**config.mk**
```make
export PLATFORM = sky130hd
export DESIGN_NAME = bounded_double_ended_queue
export DESIGN_NICKNAME = d
export VERILOG_FILES = /design/src/sv/bdeq_pkg.sv /design/src/sv/bdeq_cell.sv /design/src/sv/bounded_double_ended_queue.sv
export VERILOG_INCLUDE_DIRS = /design/src /design/src/sv
export SDC_FILE = /design/constraint.sdc
export NUM_CORES = 1
export LEC_CHECK = 0
export BUFFER_PORTS_ARGS = -buffer_cell sky130_fd_sc_hd__buf_2
export CAP_MARGIN = 0
export CELL_PAD_IN_SITES_DETAIL_PLACEMENT = 0
export CELL_PAD_IN_SITES_GLOBAL_PLACEMENT = 1
export CORE_ASPECT_RATIO = 1.2
export CORE_MARGIN = 2
export CORE_UTILIZATION = 40
export DETAILED_ROUTE_END_ITERATION = 8
export PLACE_DENSITY = 0.73
export RECOVER_POWER = 25
export REMOVE_ABC_BUFFERS = 1
export SLEW_MARGIN = 40
export SYNTH_ARGS = -nofsm -noshare
export SYNTH_HDL_FRONTEND = slang
export SYNTH_SLANG_ARGS = --single-unit
```
**constraint.sdc**
```tcl
create_clock -name clock -period 12.76 [get_ports clock]
set_clock_uncertainty 0.15 [all_clocks]
set_input_delay 0.638 -clock clock [delete_from_list [all_inputs] [get_ports clock]]
set_output_delay 0.638 -clock clock [all_outputs]
set_load 0.01 [all_outputs]
```
**src/sv/assert_macros.svh**
```systemverilog
// Assertion macros shared by the RTL of the bounded double-ended queue.
// No dependencies; the assertions compile to nothing when SYNTHESIS is set.
`ifndef ASSERT_MACROS_SVH
`define ASSERT_MACROS_SVH
`ifndef SYNTHESIS
// Property checked at every rising clock edge, off while reset is high.
`define ASSERT_CLK(label, clk, rst, prop, msg) \
   label: assert property (@(posedge clk) disable iff (rst) (prop)) else $error(msg);
// Property that must also hold while reset is high.
`define ASSERT_ALWAYS(label, clk, prop, msg) \
   label: assert property (@(posedge clk) (prop)) else $error(msg);
`else
`define ASSERT_CLK(label, clk, rst, prop, msg)
`define ASSERT_ALWAYS(label, clk, prop, msg)
`endif
`endif

```
**src/sv/bdeq_pkg.sv**
```systemverilog
// Shared types and constants of the bounded double-ended queue.
// No dependencies; used by bdeq_cell and bounded_double_ended_queue.
package bdeq_pkg;

   localparam int WORD_W       = 32;
   localparam int ACTION_W     = 3;
   localparam int STATUS_W     = 2;
   localparam int CAPACITY_DEF = 16;

   typedef enum logic [ACTION_W-1:0] {
      ACT_INSERT_FRONT = 3'd0,
      ACT_INSERT_REAR  = 3'd1,
      ACT_DELETE_FRONT = 3'd2,
      ACT_DELETE_REAR  = 3'd3,
      ACT_PEEK_FRONT   = 3'd4,
      ACT_PEEK_REAR    = 3'd5
   } action_type;

   typedef enum logic [STATUS_W-1:0] {
      ST_DONE  = 2'd0,
      ST_FULL  = 2'd1,
      ST_EMPTY = 2'd2
   } status_type;

   // What every cell of the chain does in this cycle.
   typedef enum logic [2:0] {
      CELL_HOLD       = 3'd0,
      CELL_PUSH_FRONT = 3'd1,
      CELL_PUSH_REAR  = 3'd2,
      CELL_POP_FRONT  = 3'd3,
      CELL_POP_REAR   = 3'd4
   } cell_op_type;

   typedef struct packed {
      cell_op_type       op;
      logic [WORD_W-1:0] value;
   } cell_ctrl_type;

endpackage

```
**src/sv/bdeq_cell.sv**
```systemverilog
// One storage cell of the queue chain: a word, its valid bit and a rear tap.
// Depends on bdeq_pkg.
module bdeq_cell import bdeq_pkg::*; (
   input  logic              clock,
   input  logic              reset,
   input  cell_ctrl_type     ctrl,
   input  logic [WORD_W-1:0] prev_data,
   input  logic              prev_valid,
   input  logic [WORD_W-1:0] next_data,
   input  logic              next_valid,
   input  logic [WORD_W-1:0] next_tap,
   output logic [WORD_W-1:0] data,
   output logic              valid,
   output logic [WORD_W-1:0] tap
);

   logic [WORD_W-1:0] data_ff, data_in;
   logic              valid_ff, valid_in;
   logic [WORD_W-1:0] tap_ff, tap_in;

   always_comb begin
      data_in  = data_ff;
      valid_in = valid_ff;
      unique case (ctrl.op)
         CELL_HOLD: begin
         end
         CELL_PUSH_FRONT: begin
            data_in  = prev_data;
            valid_in = prev_valid;
         end
         CELL_PUSH_REAR: begin
            // only the first empty cell takes the word
            if (!valid_ff && prev_valid) begin
               data_in  = ctrl.value;
               valid_in = 1'b1;
            end
         end
         CELL_POP_FRONT: begin
            data_in  = next_data;
            valid_in = next_valid;
         end
         CELL_POP_REAR: begin
            valid_in = valid_ff & next_valid;
         end
         default: begin
         end
      endcase
   end

   // rear word ripples toward the front, one cell per cycle
   assign tap_in = next_valid ? next_tap : data_ff;

   always_ff @(posedge clock) begin
      if (reset) begin
         valid_ff <= 1'b0;
      end else begin
         valid_ff <= valid_in;
      end
      data_ff <= data_in;
      tap_ff  <= tap_in;
   end

   assign data  = data_ff;
   assign valid = valid_ff;
   assign tap   = tap_ff;

endmodule

```
**src/sv/bounded_double_ended_queue.sv**
```systemverilog
// Bounded double-ended queue built as a chain of CAPACITY cells, front at cell 0.
// The result is registered and appears in the cycle after the request transfer.
// A peek or refused action leaves the next request unblocked unless the response is stalled;
// an insert or delete blocks the next request while the rear tap ripples down the chain.
// Reset (synchronous, active high) empties the queue; stored words are not cleared.
module bounded_double_ended_queue import bdeq_pkg::*; #(
   parameter int CAPACITY = CAPACITY_DEF,
   parameter int CNT_W    = $clog2(CAPACITY + 1)
) (
   input  logic                     clock,
   input  logic                     reset,
   input  logic                     req_valid,
   output logic                     req_stall,
   input  logic [ACTION_W-1:0]      req_action,
   input  logic signed [WORD_W-1:0] req_value,
   output logic                     rsp_valid,
   input  logic                     rsp_stall,
   output logic [STATUS_W-1:0]      rsp_status,
   output logic signed [WORD_W-1:0] rsp_peek_value,
   output logic [CNT_W-1:0]         rsp_occupancy
);

   `include "assert_macros.svh"

   localparam int SETTLE_W = $clog2(CAPACITY + 1);

   logic [WORD_W-1:0] data_vec [CAPACITY];
   logic [WORD_W-1:0] tap_vec  [CAPACITY];
   logic [CAPACITY-1:0] valid_vec;

   logic [CNT_W-1:0]    count_ff, count_in;
   logic [SETTLE_W-1:0] settle_ff, settle_in;
   logic                rsp_valid_ff, rsp_valid_in;
   status_type          status_ff, status_in;
   logic [WORD_W-1:0]   peek_ff, peek_in;
   logic [CNT_W-1:0]    occ_ff;

   logic          req_accept;
   logic          full, empty;
   logic          changes;
   cell_op_type   op;
   cell_ctrl_type ctrl;

   assign full       = (count_ff == CNT_W'(CAPACITY));
   assign empty      = (count_ff == '0);
   assign req_stall  = (settle_ff != '0) || (rsp_valid_ff && rsp_stall);
   assign req_accept = req_valid && !req_stall;

   always_comb begin
      status_in = ST_DONE;
      peek_in   = '0;
      count_in  = count_ff;
      op        = CELL_HOLD;
      unique case (action_type'(req_action))
         ACT_INSERT_FRONT, ACT_INSERT_REAR: begin
            if (full) begin
               status_in = ST_FULL;
            end else begin
               op       = (action_type'(req_action) == ACT_INSERT_FRONT) ?
                          CELL_PUSH_FRONT : CELL_PUSH_REAR;
               count_in = count_ff + CNT_W'(1);
            end
         end
         ACT_DELETE_FRONT, ACT_DELETE_REAR: begin
            if (empty) begin
               status_in = ST_EMPTY;
            end else begin
               op       = (action_type'(req_action) == ACT_DELETE_FRONT) ?
                          CELL_POP_FRONT : CELL_POP_REAR;
               count_in = count_ff - CNT_W'(1);
            end
         end
         ACT_PEEK_FRONT: begin
            if (empty) status_in = ST_EMPTY;
            else       peek_in   = data_vec[0];
         end
         ACT_PEEK_REAR: begin
            if (empty) status_in = ST_EMPTY;
            else       peek_in   = tap_vec[0];
         end
         default: begin
         end
      endcase
   end

   assign changes = (op != CELL_HOLD);
   assign ctrl    = '{op: (req_accept ? op : CELL_HOLD), value: req_value};

   always_comb begin
      settle_in = settle_ff;
      if (req_accept && changes) begin
         settle_in = SETTLE_W'(CAPACITY);
      end else if (settle_ff != '0) begin
         settle_in = settle_ff - SETTLE_W'(1);
      end
   end

   always_comb begin
      rsp_valid_in = rsp_valid_ff;
      if (req_accept)     rsp_valid_in = 1'b1;
      else if (!rsp_stall) rsp_valid_in = 1'b0;
   end

   always_ff @(posedge clock) begin
      if (reset) begin
         count_ff     <= '0;
         settle_ff    <= '0;
         rsp_valid_ff <= 1'b0;
      end else begin
         if (req_accept) count_ff <= count_in;
         settle_ff    <= settle_in;
         rsp_valid_ff <= rsp_valid_in;
      end
      if (req_accept) begin
         status_ff <= status_in;
         peek_ff   <= peek_in;
         occ_ff    <= count_in;
      end
   end

   for (genvar i = 0; i < CAPACITY; i++) begin : g_cell
      logic [WORD_W-1:0] prev_data, next_data, next_tap;
      logic              prev_valid, next_valid;
      if (i == 0) begin : g_first
         assign prev_data  = req_value;
         assign prev_valid = 1'b1;
      end else begin : g_mid
         assign prev_data  = data_vec[i-1];
         assign prev_valid = valid_vec[i-1];
      end
      if (i == CAPACITY - 1) begin : g_last
         assign next_data  = '0;
         assign next_valid = 1'b0;
         assign next_tap   = '0;
      end else begin : g_inner
         assign next_data  = data_vec[i+1];
         assign next_valid = valid_vec[i+1];
         assign next_tap   = tap_vec[i+1];
      end
      bdeq_cell u_cell (
         .clock      (clock),
         .reset      (reset),
         .ctrl       (ctrl),
         .prev_data  (prev_data),
         .prev_valid (prev_valid),
         .next_data  (next_data),
         .next_valid (next_valid),
         .next_tap   (next_tap),
         .data       (data_vec[i]),
         .valid      (valid_vec[i]),
         .tap        (tap_vec[i])
      );
   end

   assign rsp_valid      = rsp_valid_ff;
   assign rsp_status     = status_ff;
   assign rsp_peek_value = $signed(peek_ff);
   assign rsp_occupancy  = occ_ff;

   // occupied cells always form an unbroken run from the front
   `ASSERT_CLK(a_valid_run, clock, reset, ((valid_vec >> 1) & ~valid_vec) == '0, "valid gap in chain")
   `ASSERT_CLK(a_count_match, clock, reset, $countones(valid_vec) == int'(count_ff), "count mismatch")
   `ASSERT_CLK(a_settle_start, clock, reset, (req_accept && changes) |=> (settle_ff != '0), "no settle")
   `ASSERT_CLK(a_count_bound, clock, reset, count_ff <= CNT_W'(CAPACITY), "count above capacity")
   `ASSERT_ALWAYS(a_reset_empty, clock, reset |=> (count_ff == '0 && !rsp_valid_ff), "not empty after reset")

endmodule
```
Word-level counts from Yosys, hierarchy flattened. Cells that the tools add are included.

Mux-type cells: 97. $lt $le $gt $ge: 0. Add/subtract/negate cells: 3. Reductions and logical operators: 81. Bitwise logic cells: 15. Shift operators: 0. Multiply operators: 0. Eq/ne operators: 27. Div/mod/pow operators: 0.

Operators with widths (count): $pmux W32 S3 (16); $mux W32 (33); $pmux W32 S2 (1); $reduce_and A2 Y1 (31); $pmux W1 S4 (14); $ne A2 B1 Y1 const B (16); $mux W5 (4); $logic_and A1 B1 Y1 (18); $mux W1 (18); $logic_not A1 Y1 (16); $and A1 B1 Y1 (15); $eq A3 B2 Y1 const B (4); $reduce_bool A3 Y1 (4); $pmux W5 S2 (1); $reduce_or A2 Y1 (5); $sub A5 B1 Y5 const B (2); $eq A3 B3 Y1 const B (3); $mux W3 (3); $eq A3 B1 Y1 const B (2); $mux W2 (3); $pmux W1 S3 (2); $pmux W3 S2 (1); $add A5 B1 Y5 const B (1); $eq A5 B5 Y1 const B (1); 9 further kinds (9).

Memories kept: 0. Register bits: 1090. Bits in read-only memories: 0. RAM bits: 0. Input port bits: 39. Bits in latches: 0.

Logic depth before layout (Yosys ltp).
Word-level depth: 9. Mapped depth: 12.

Cells and area by module. Synthesis repeated with hierarchy kept, for this count alone.

Cells, all modules: 3767. Area, all modules: 46469.6 sq um.

By module, submodules not included: bdeq_cell (seq. area each 1621.6 sq um, cells each 221, area an instance 2747.6 sq um, times used 16); bounded_double_ended_queue (seq. area each 1391.3 sq um, cells each 231, area an instance 2507.4 sq um, times used 1).

Worst setup path before layout. OpenSTA, ideal clock, no wires.

Path kind: input-to-reg. From: input req_action[2]. To: register g_cell[0].u_cell.data_ff[0] (enable). Data arrival time: 4.053 ns. Cell stages on the path: 10. Path slack: 8.126 ns. Required time: 12.178 ns. Library setup time: 0.432 ns. Path through: clkbuf_1 > inv_1 > ha_1 > buf_2 > or3b_2 > o221ai_1 > o2111ai_1 > clkbuf_1 > clkbuf_1 > a21oi_1.

Cells in the longest elaborated chain, start to end: 8.

RTL lines: from (decl) (RTL line bounded_double_ended_queue.sv:14) `input logic [ACTION_W-1:0] req_action,`; $eq A3 B2 Y1 / $logic_not A3 Y1 (equally long branches) (RTL line bounded_double_ended_queue.sv:54, bounded_double_ended_queue.sv:68, bounded_double_ended_queue.sv:59); $mux W3 / $mux W2 (equally long branches) (RTL line bounded_double_ended_queue.sv:68, bounded_double_ended_queue.sv:59); $mux W3 / $mux W2 (equally long branches) (RTL line bounded_double_ended_queue.sv:65, bounded_double_ended_queue.sv:56); $pmux W3 S2 (*) (RTL line bounded_double_ended_queue.sv:54) `unique case (action_type'(req_action))`; $mux W3 (*) (RTL line bounded_double_ended_queue.sv:87) `assign ctrl = '{op: (req_accept ? op : CELL_HOLD), value: req_value};`; $eq A3 B2 Y1 / $eq A3 B1 Y1 (equally long branches) (RTL line bdeq_cell.sv:24) `unique case (ctrl.op)`; $ne A2 B2 Y1 (no line) / $reduce_bool A3 Y1 (equally long branches); $reduce_and A2 Y1 (no line) (*); to (signal assigned) (RTL line bdeq_cell.sv:59) `data_ff <= data_in;`; to (decl) (RTL line bdeq_cell.sv:17) `logic [WORD_W-1:0] data_ff, data_in;`.

Every way passes the cells marked *; elsewhere a longest branch is shown, timed or not. A chain may end at the register's enable or synchronous reset.

Final worst setup path.
From: register settle_ff[0]. To: register g_cell[8].u_cell.data_ff[1] (enable).

Cells in the longest elaborated chain, start to end: 8.

RTL lines: from (decl) (RTL line bounded_double_ended_queue.sv:32) `logic [SETTLE_W-1:0] settle_ff, settle_in;`; from (signal assigned) (RTL line bounded_double_ended_queue.sv:111) `settle_ff <= settle_in;`; $reduce_bool A5 Y1 (*) (RTL line bounded_double_ended_queue.sv:46) `assign req_stall = (settle_ff != '0) || (rsp_valid_ff && rsp_stall);`; $logic_or A1 B1 Y1 (*) (RTL line bounded_double_ended_queue.sv:46); $logic_not A1 Y1 (*) (RTL line bounded_double_ended_queue.sv:47) `assign req_accept = req_valid && !req_stall;`; $logic_and A1 B1 Y1 (*) (RTL line bounded_double_ended_queue.sv:47); $mux W3 (*) (RTL line bounded_double_ended_queue.sv:87); $eq A3 B2 Y1 / $eq A3 B1 Y1 (equally long branches) (RTL line bdeq_cell.sv:24); $ne A2 B1 Y1 (no line) / $reduce_bool A3 Y1 (equally long branches); $reduce_and A2 Y1 (no line) (*); to (signal assigned) (RTL line bdeq_cell.sv:59); to (decl) (RTL line bdeq_cell.sv:17).

Marked as above.

==> run_results.csv <==
group,metric,value,unit
routing,drt_iter0_drc,2292,
global_route,grt_overflow_total,0,
setup_path,reg2reg_depth,10,
synth,ys_dominant_reg_cell,"edfxtp_1",
setup_path,path_buf_inv,5,
die,die_h,366,um
pwr,power.total,8.87,mW
outcome,violations,"max-capacitance violations, max-slew violations",
global_route,grt_pass1_vias,28284,
die,initial_core_util,0.404,
synth,synth_edf_count,551,
die,io-pin-count,80,
worst_hold_path,min_delay_path_depth,2,
setup_path,worstReg2RegStart,"settle_ff[0]",
global_route,grt_pass1_wl,169,mm
synth,ys_warn_count,0,
cts,post_cts_buffers,0,
cts,cts_hold_buf,0,
cts,cts-resized-gates,0,
setup_path,end_kind,"register",
sta,clock.fmax,182,MHz
routing,vias,28596,
synth,synth_area_per_cell,11.6,um^2
sta,post-route-period-util,0.431,
die,rows,132,
routing,drtPass1Iterations,5,
placement,dp.final_hpwl,63.8,mm
outcome,status,"finished, violations left",
synth,syn_inst,3762,
cts,clock-root-buffer,"clkbuf_16",
cts,clock_sinks,1090,
placement,portBuffers,79,
setup_path,cp_common_cell,"buf_4",
die,die_area,112000,um^2
sta,finalHoldViolCount,0,
worst_hold_path,hp-start,"req_value[16]",
cts,numCtsBuffers,106,
worst_hold_path,hold_end,"g_cell[0].u_cell.data[16]",
sta,fin_crit,5.50,ns
routing,drc_errors,0,
sta,rsz0062_at_grt,"false",
synth,ys_ff_latch,1090,
layout,syn_to_final_growth,10.9,%
synth,synth.distinct_cells,62,
pwr,p_leak,17.0,nW
routing,ant_nets,0,
setup_path,cp_slowest_cell,"nor4b_1",
setup_path,crit_family,"simple AND/OR/NAND/NOR gates",
worst_hold_path,min_path_type,"input pin to register",
setup_path,r2r_slack,7.26,ns
cts,h-tree-depth,3,
setup_path,crit_type,"register to register",
synth,yosysSeqAreaShare,0.626,
synth,synthesis.area,43700,um^2
layout,multi_input_area,14900,um^2
setup_path,required,12.92,ns
layout,post-route-util,0.448,
routing,vias_per_cell,5.52,
global_route,grt_usage,0.194,
pwr,powerDensity,183,nW/um^2
setup_path,slowest_delay,1.04,ns
sta,slew_headroom,-1.46,
setup_path,start_kind,"register",
cts,cts_tree,"built",
cts,clock_path_buffers,3,
setup_path,arrival,5.65,ns
pwr,vdd_ir_drop_max,0.0000977,V
sta,setup_viol,0,
routing,routed_wl,111,mm
layout,seqCellArea,27300,um^2
sta,worst_pin_slew,3.69,ns
flow_run,drv_cap,13,
die,die_w,306,um
global_route,grt_max_degree,151,
die,core_area,108000,um^2
global_route,antenna_found_initial,4,
sta,drv_slew,368,
cts,clock_latency,0.69,ns
placement,gp_congestion,0.778,
synth,synthArstFlopShare,0,
routing,avgRoutedWirePerCell,21.5,um
layout,fin_nets,3733,
layout,drive_gt1_frac,0.229,
layout,diodes,0,
setup_path,worstPathCellList,"inv_1 > ha_1 > nor4b_1 > nand3_4 > clkinv_2 > buf_4 > o2111ai_4 > buf_4 > nor2_4 > buf_4",
layout,fill_cells,10056,
setup_path,worst-path-max-fanout,29,
cts,clkTransAtPathRegs,0.06,ns
setup_path,worstReg2RegEnd,"g_cell[8].u_cell.data[1]",
-- cell type report --
cell class | instances | share of cell area
sequential | 1090 | 0.564
multi-input combinational | 2331 | 0.307
clock buffer | 147 | 0.0632
tap | 1407 | 0.0363
timing repair buffer | 140 | 0.0185
clock inverter | 54 | 0.00909
inverter | 16 | 0.00127
-- registers in the layout (all words and copies together) (netlist names) --
name and count:
rsp_status 2, settle_ff 5, rsp_peek_value 32, g_cell.u_cell.tap 512
g_cell.u_cell.valid 16, g_cell.u_cell.data 512, count_ff 5, rsp_valid 1
rsp_occupancy 5
-- cells by family after synthesis --
group / count (synthesis) / synth area share
xor gates and xnor gates: 3 / 0.000602
buffers and inverters: 341 / 0.0380
AOI/OAI and AO/OA: 1058 / 0.128
DFF: 1090 / 0.626
and+or+nand+nor: 746 / 0.0714
muxes: 515 / 0.133
adders and majority gates: 9 / 0.00258
-- cells in the mapped netlist (all sizes together) (2+ instances only) --
library cell,instances,area (um^2)
a21oi,951,4800
edfxtp,551,16500
dfxtp,539,10800
mux2,515,5800
nor2,508,1910
buf,196,1110
nand2,140,526
clkbuf,129,489
a22oi,34,260
and2,34,213
o21ai,21,116
inv,15,56.3
nand3,13,82.6
nand2b,11,68.8
a31oi,9,56.3
ha,9,113
a32o,6,60.1
nor2b,6,37.5
nor3,6,35.0
a32oi,5,43.8
nor3b,5,42.5
o31ai,5,37.5
a211o,4,35.0
o221ai,4,41.3
and3,3,18.8
nor4b,3,56.3
o21bai,3,22.5
or2,3,18.8
or3,3,18.8
or3b,3,26.3
xnor2,3,26.3
a211oi,2,15.0
a221oi,2,17.5
nand4,2,12.5
o2111ai,2,17.5
o211a,2,20.0
o211ai,2,15.0
o22ai,2,12.5
-- how the worst max path moves through the flow --
stage / endpoint / startpoint / slack, ns / depth (start not counted)
floorplan: g_cell[13].u_cell.valid / req_action[2] / -11.44 / 8
global placement: g_cell[8].u_cell.data[21] / req_action[1] / 7.24 / 11
detailed placement: g_cell[5].u_cell.data[21] / req_action[2] / 7.39 / 11
CTS: g_cell[4].u_cell.data[1] / settle_ff[0] / 7.84 / 12
global route: g_cell[4].u_cell.data[6] / settle_ff[0] / 6.93 / 10
finish: g_cell[8].u_cell.data[1] / settle_ff[0] / 7.26 / 10
-- report_power, final --
part / leakage (nW) / internal (mW) / switching, mW
Combinational: 5.67 / 0.499 / 0.839
Clock: 1.75 / 1.78 / 1.37
Sequential: 9.53 / 4.17 / 0.205
-- per-stage QoR --
stage	hold slack, ns	setup WS, ns	cells	TNS, ns	instance area (um^2)
final	0.121	7.26	5185	0	48400
after global routing	0.106	6.93	5185	0	48400
after CTS	0.0939	7.84	5183	0	48500
after detailed placement	0.207	7.39	4982	0	45000
after global placement	0.203	7.24	4977	0	44900
after floorplan	0.198	-11.44	3437	-5209.16	42100
-- layer usage --
layer | share of wire | GRT usage | up-vias
met5 | 0.00019 | 0 | -
met4 | 0.035 | 0.0763 | 4
met3 | 0.050 | 0.0279 | 165
met2 | 0.47 | 0.315 | 758
met1 | 0.45 | 0.262 | 14350
li1 | - | - | 13319
-- layout by cell type (no fill, tap or decap), types with 9 or more instances in the layout --
master	Yosys	layout
clkbuf_16	0	109
inv_1	15	15
mux2_2	515	513
clkbuf_8	0	19
clkbuf_1	125	33
edfxtp_1	551	551
a22oi_1	33	33
o21ai_0	20	20
a21oi_4	0	15
and2_1	34	34
nand2b_1	11	11
a21oi_2	10	10
nor2_1	508	506
a21oi_1	941	926
buf_2	140	78
nand2_1	140	139
nand3_1	11	10
buf_4	9	33
dfxtp_1	539	536
clkinv_2	0	36
buf_6	22	10
ha_1	9	9
a31oi_1	9	9
Note: power is estimated with default switching activity, not from simulation.
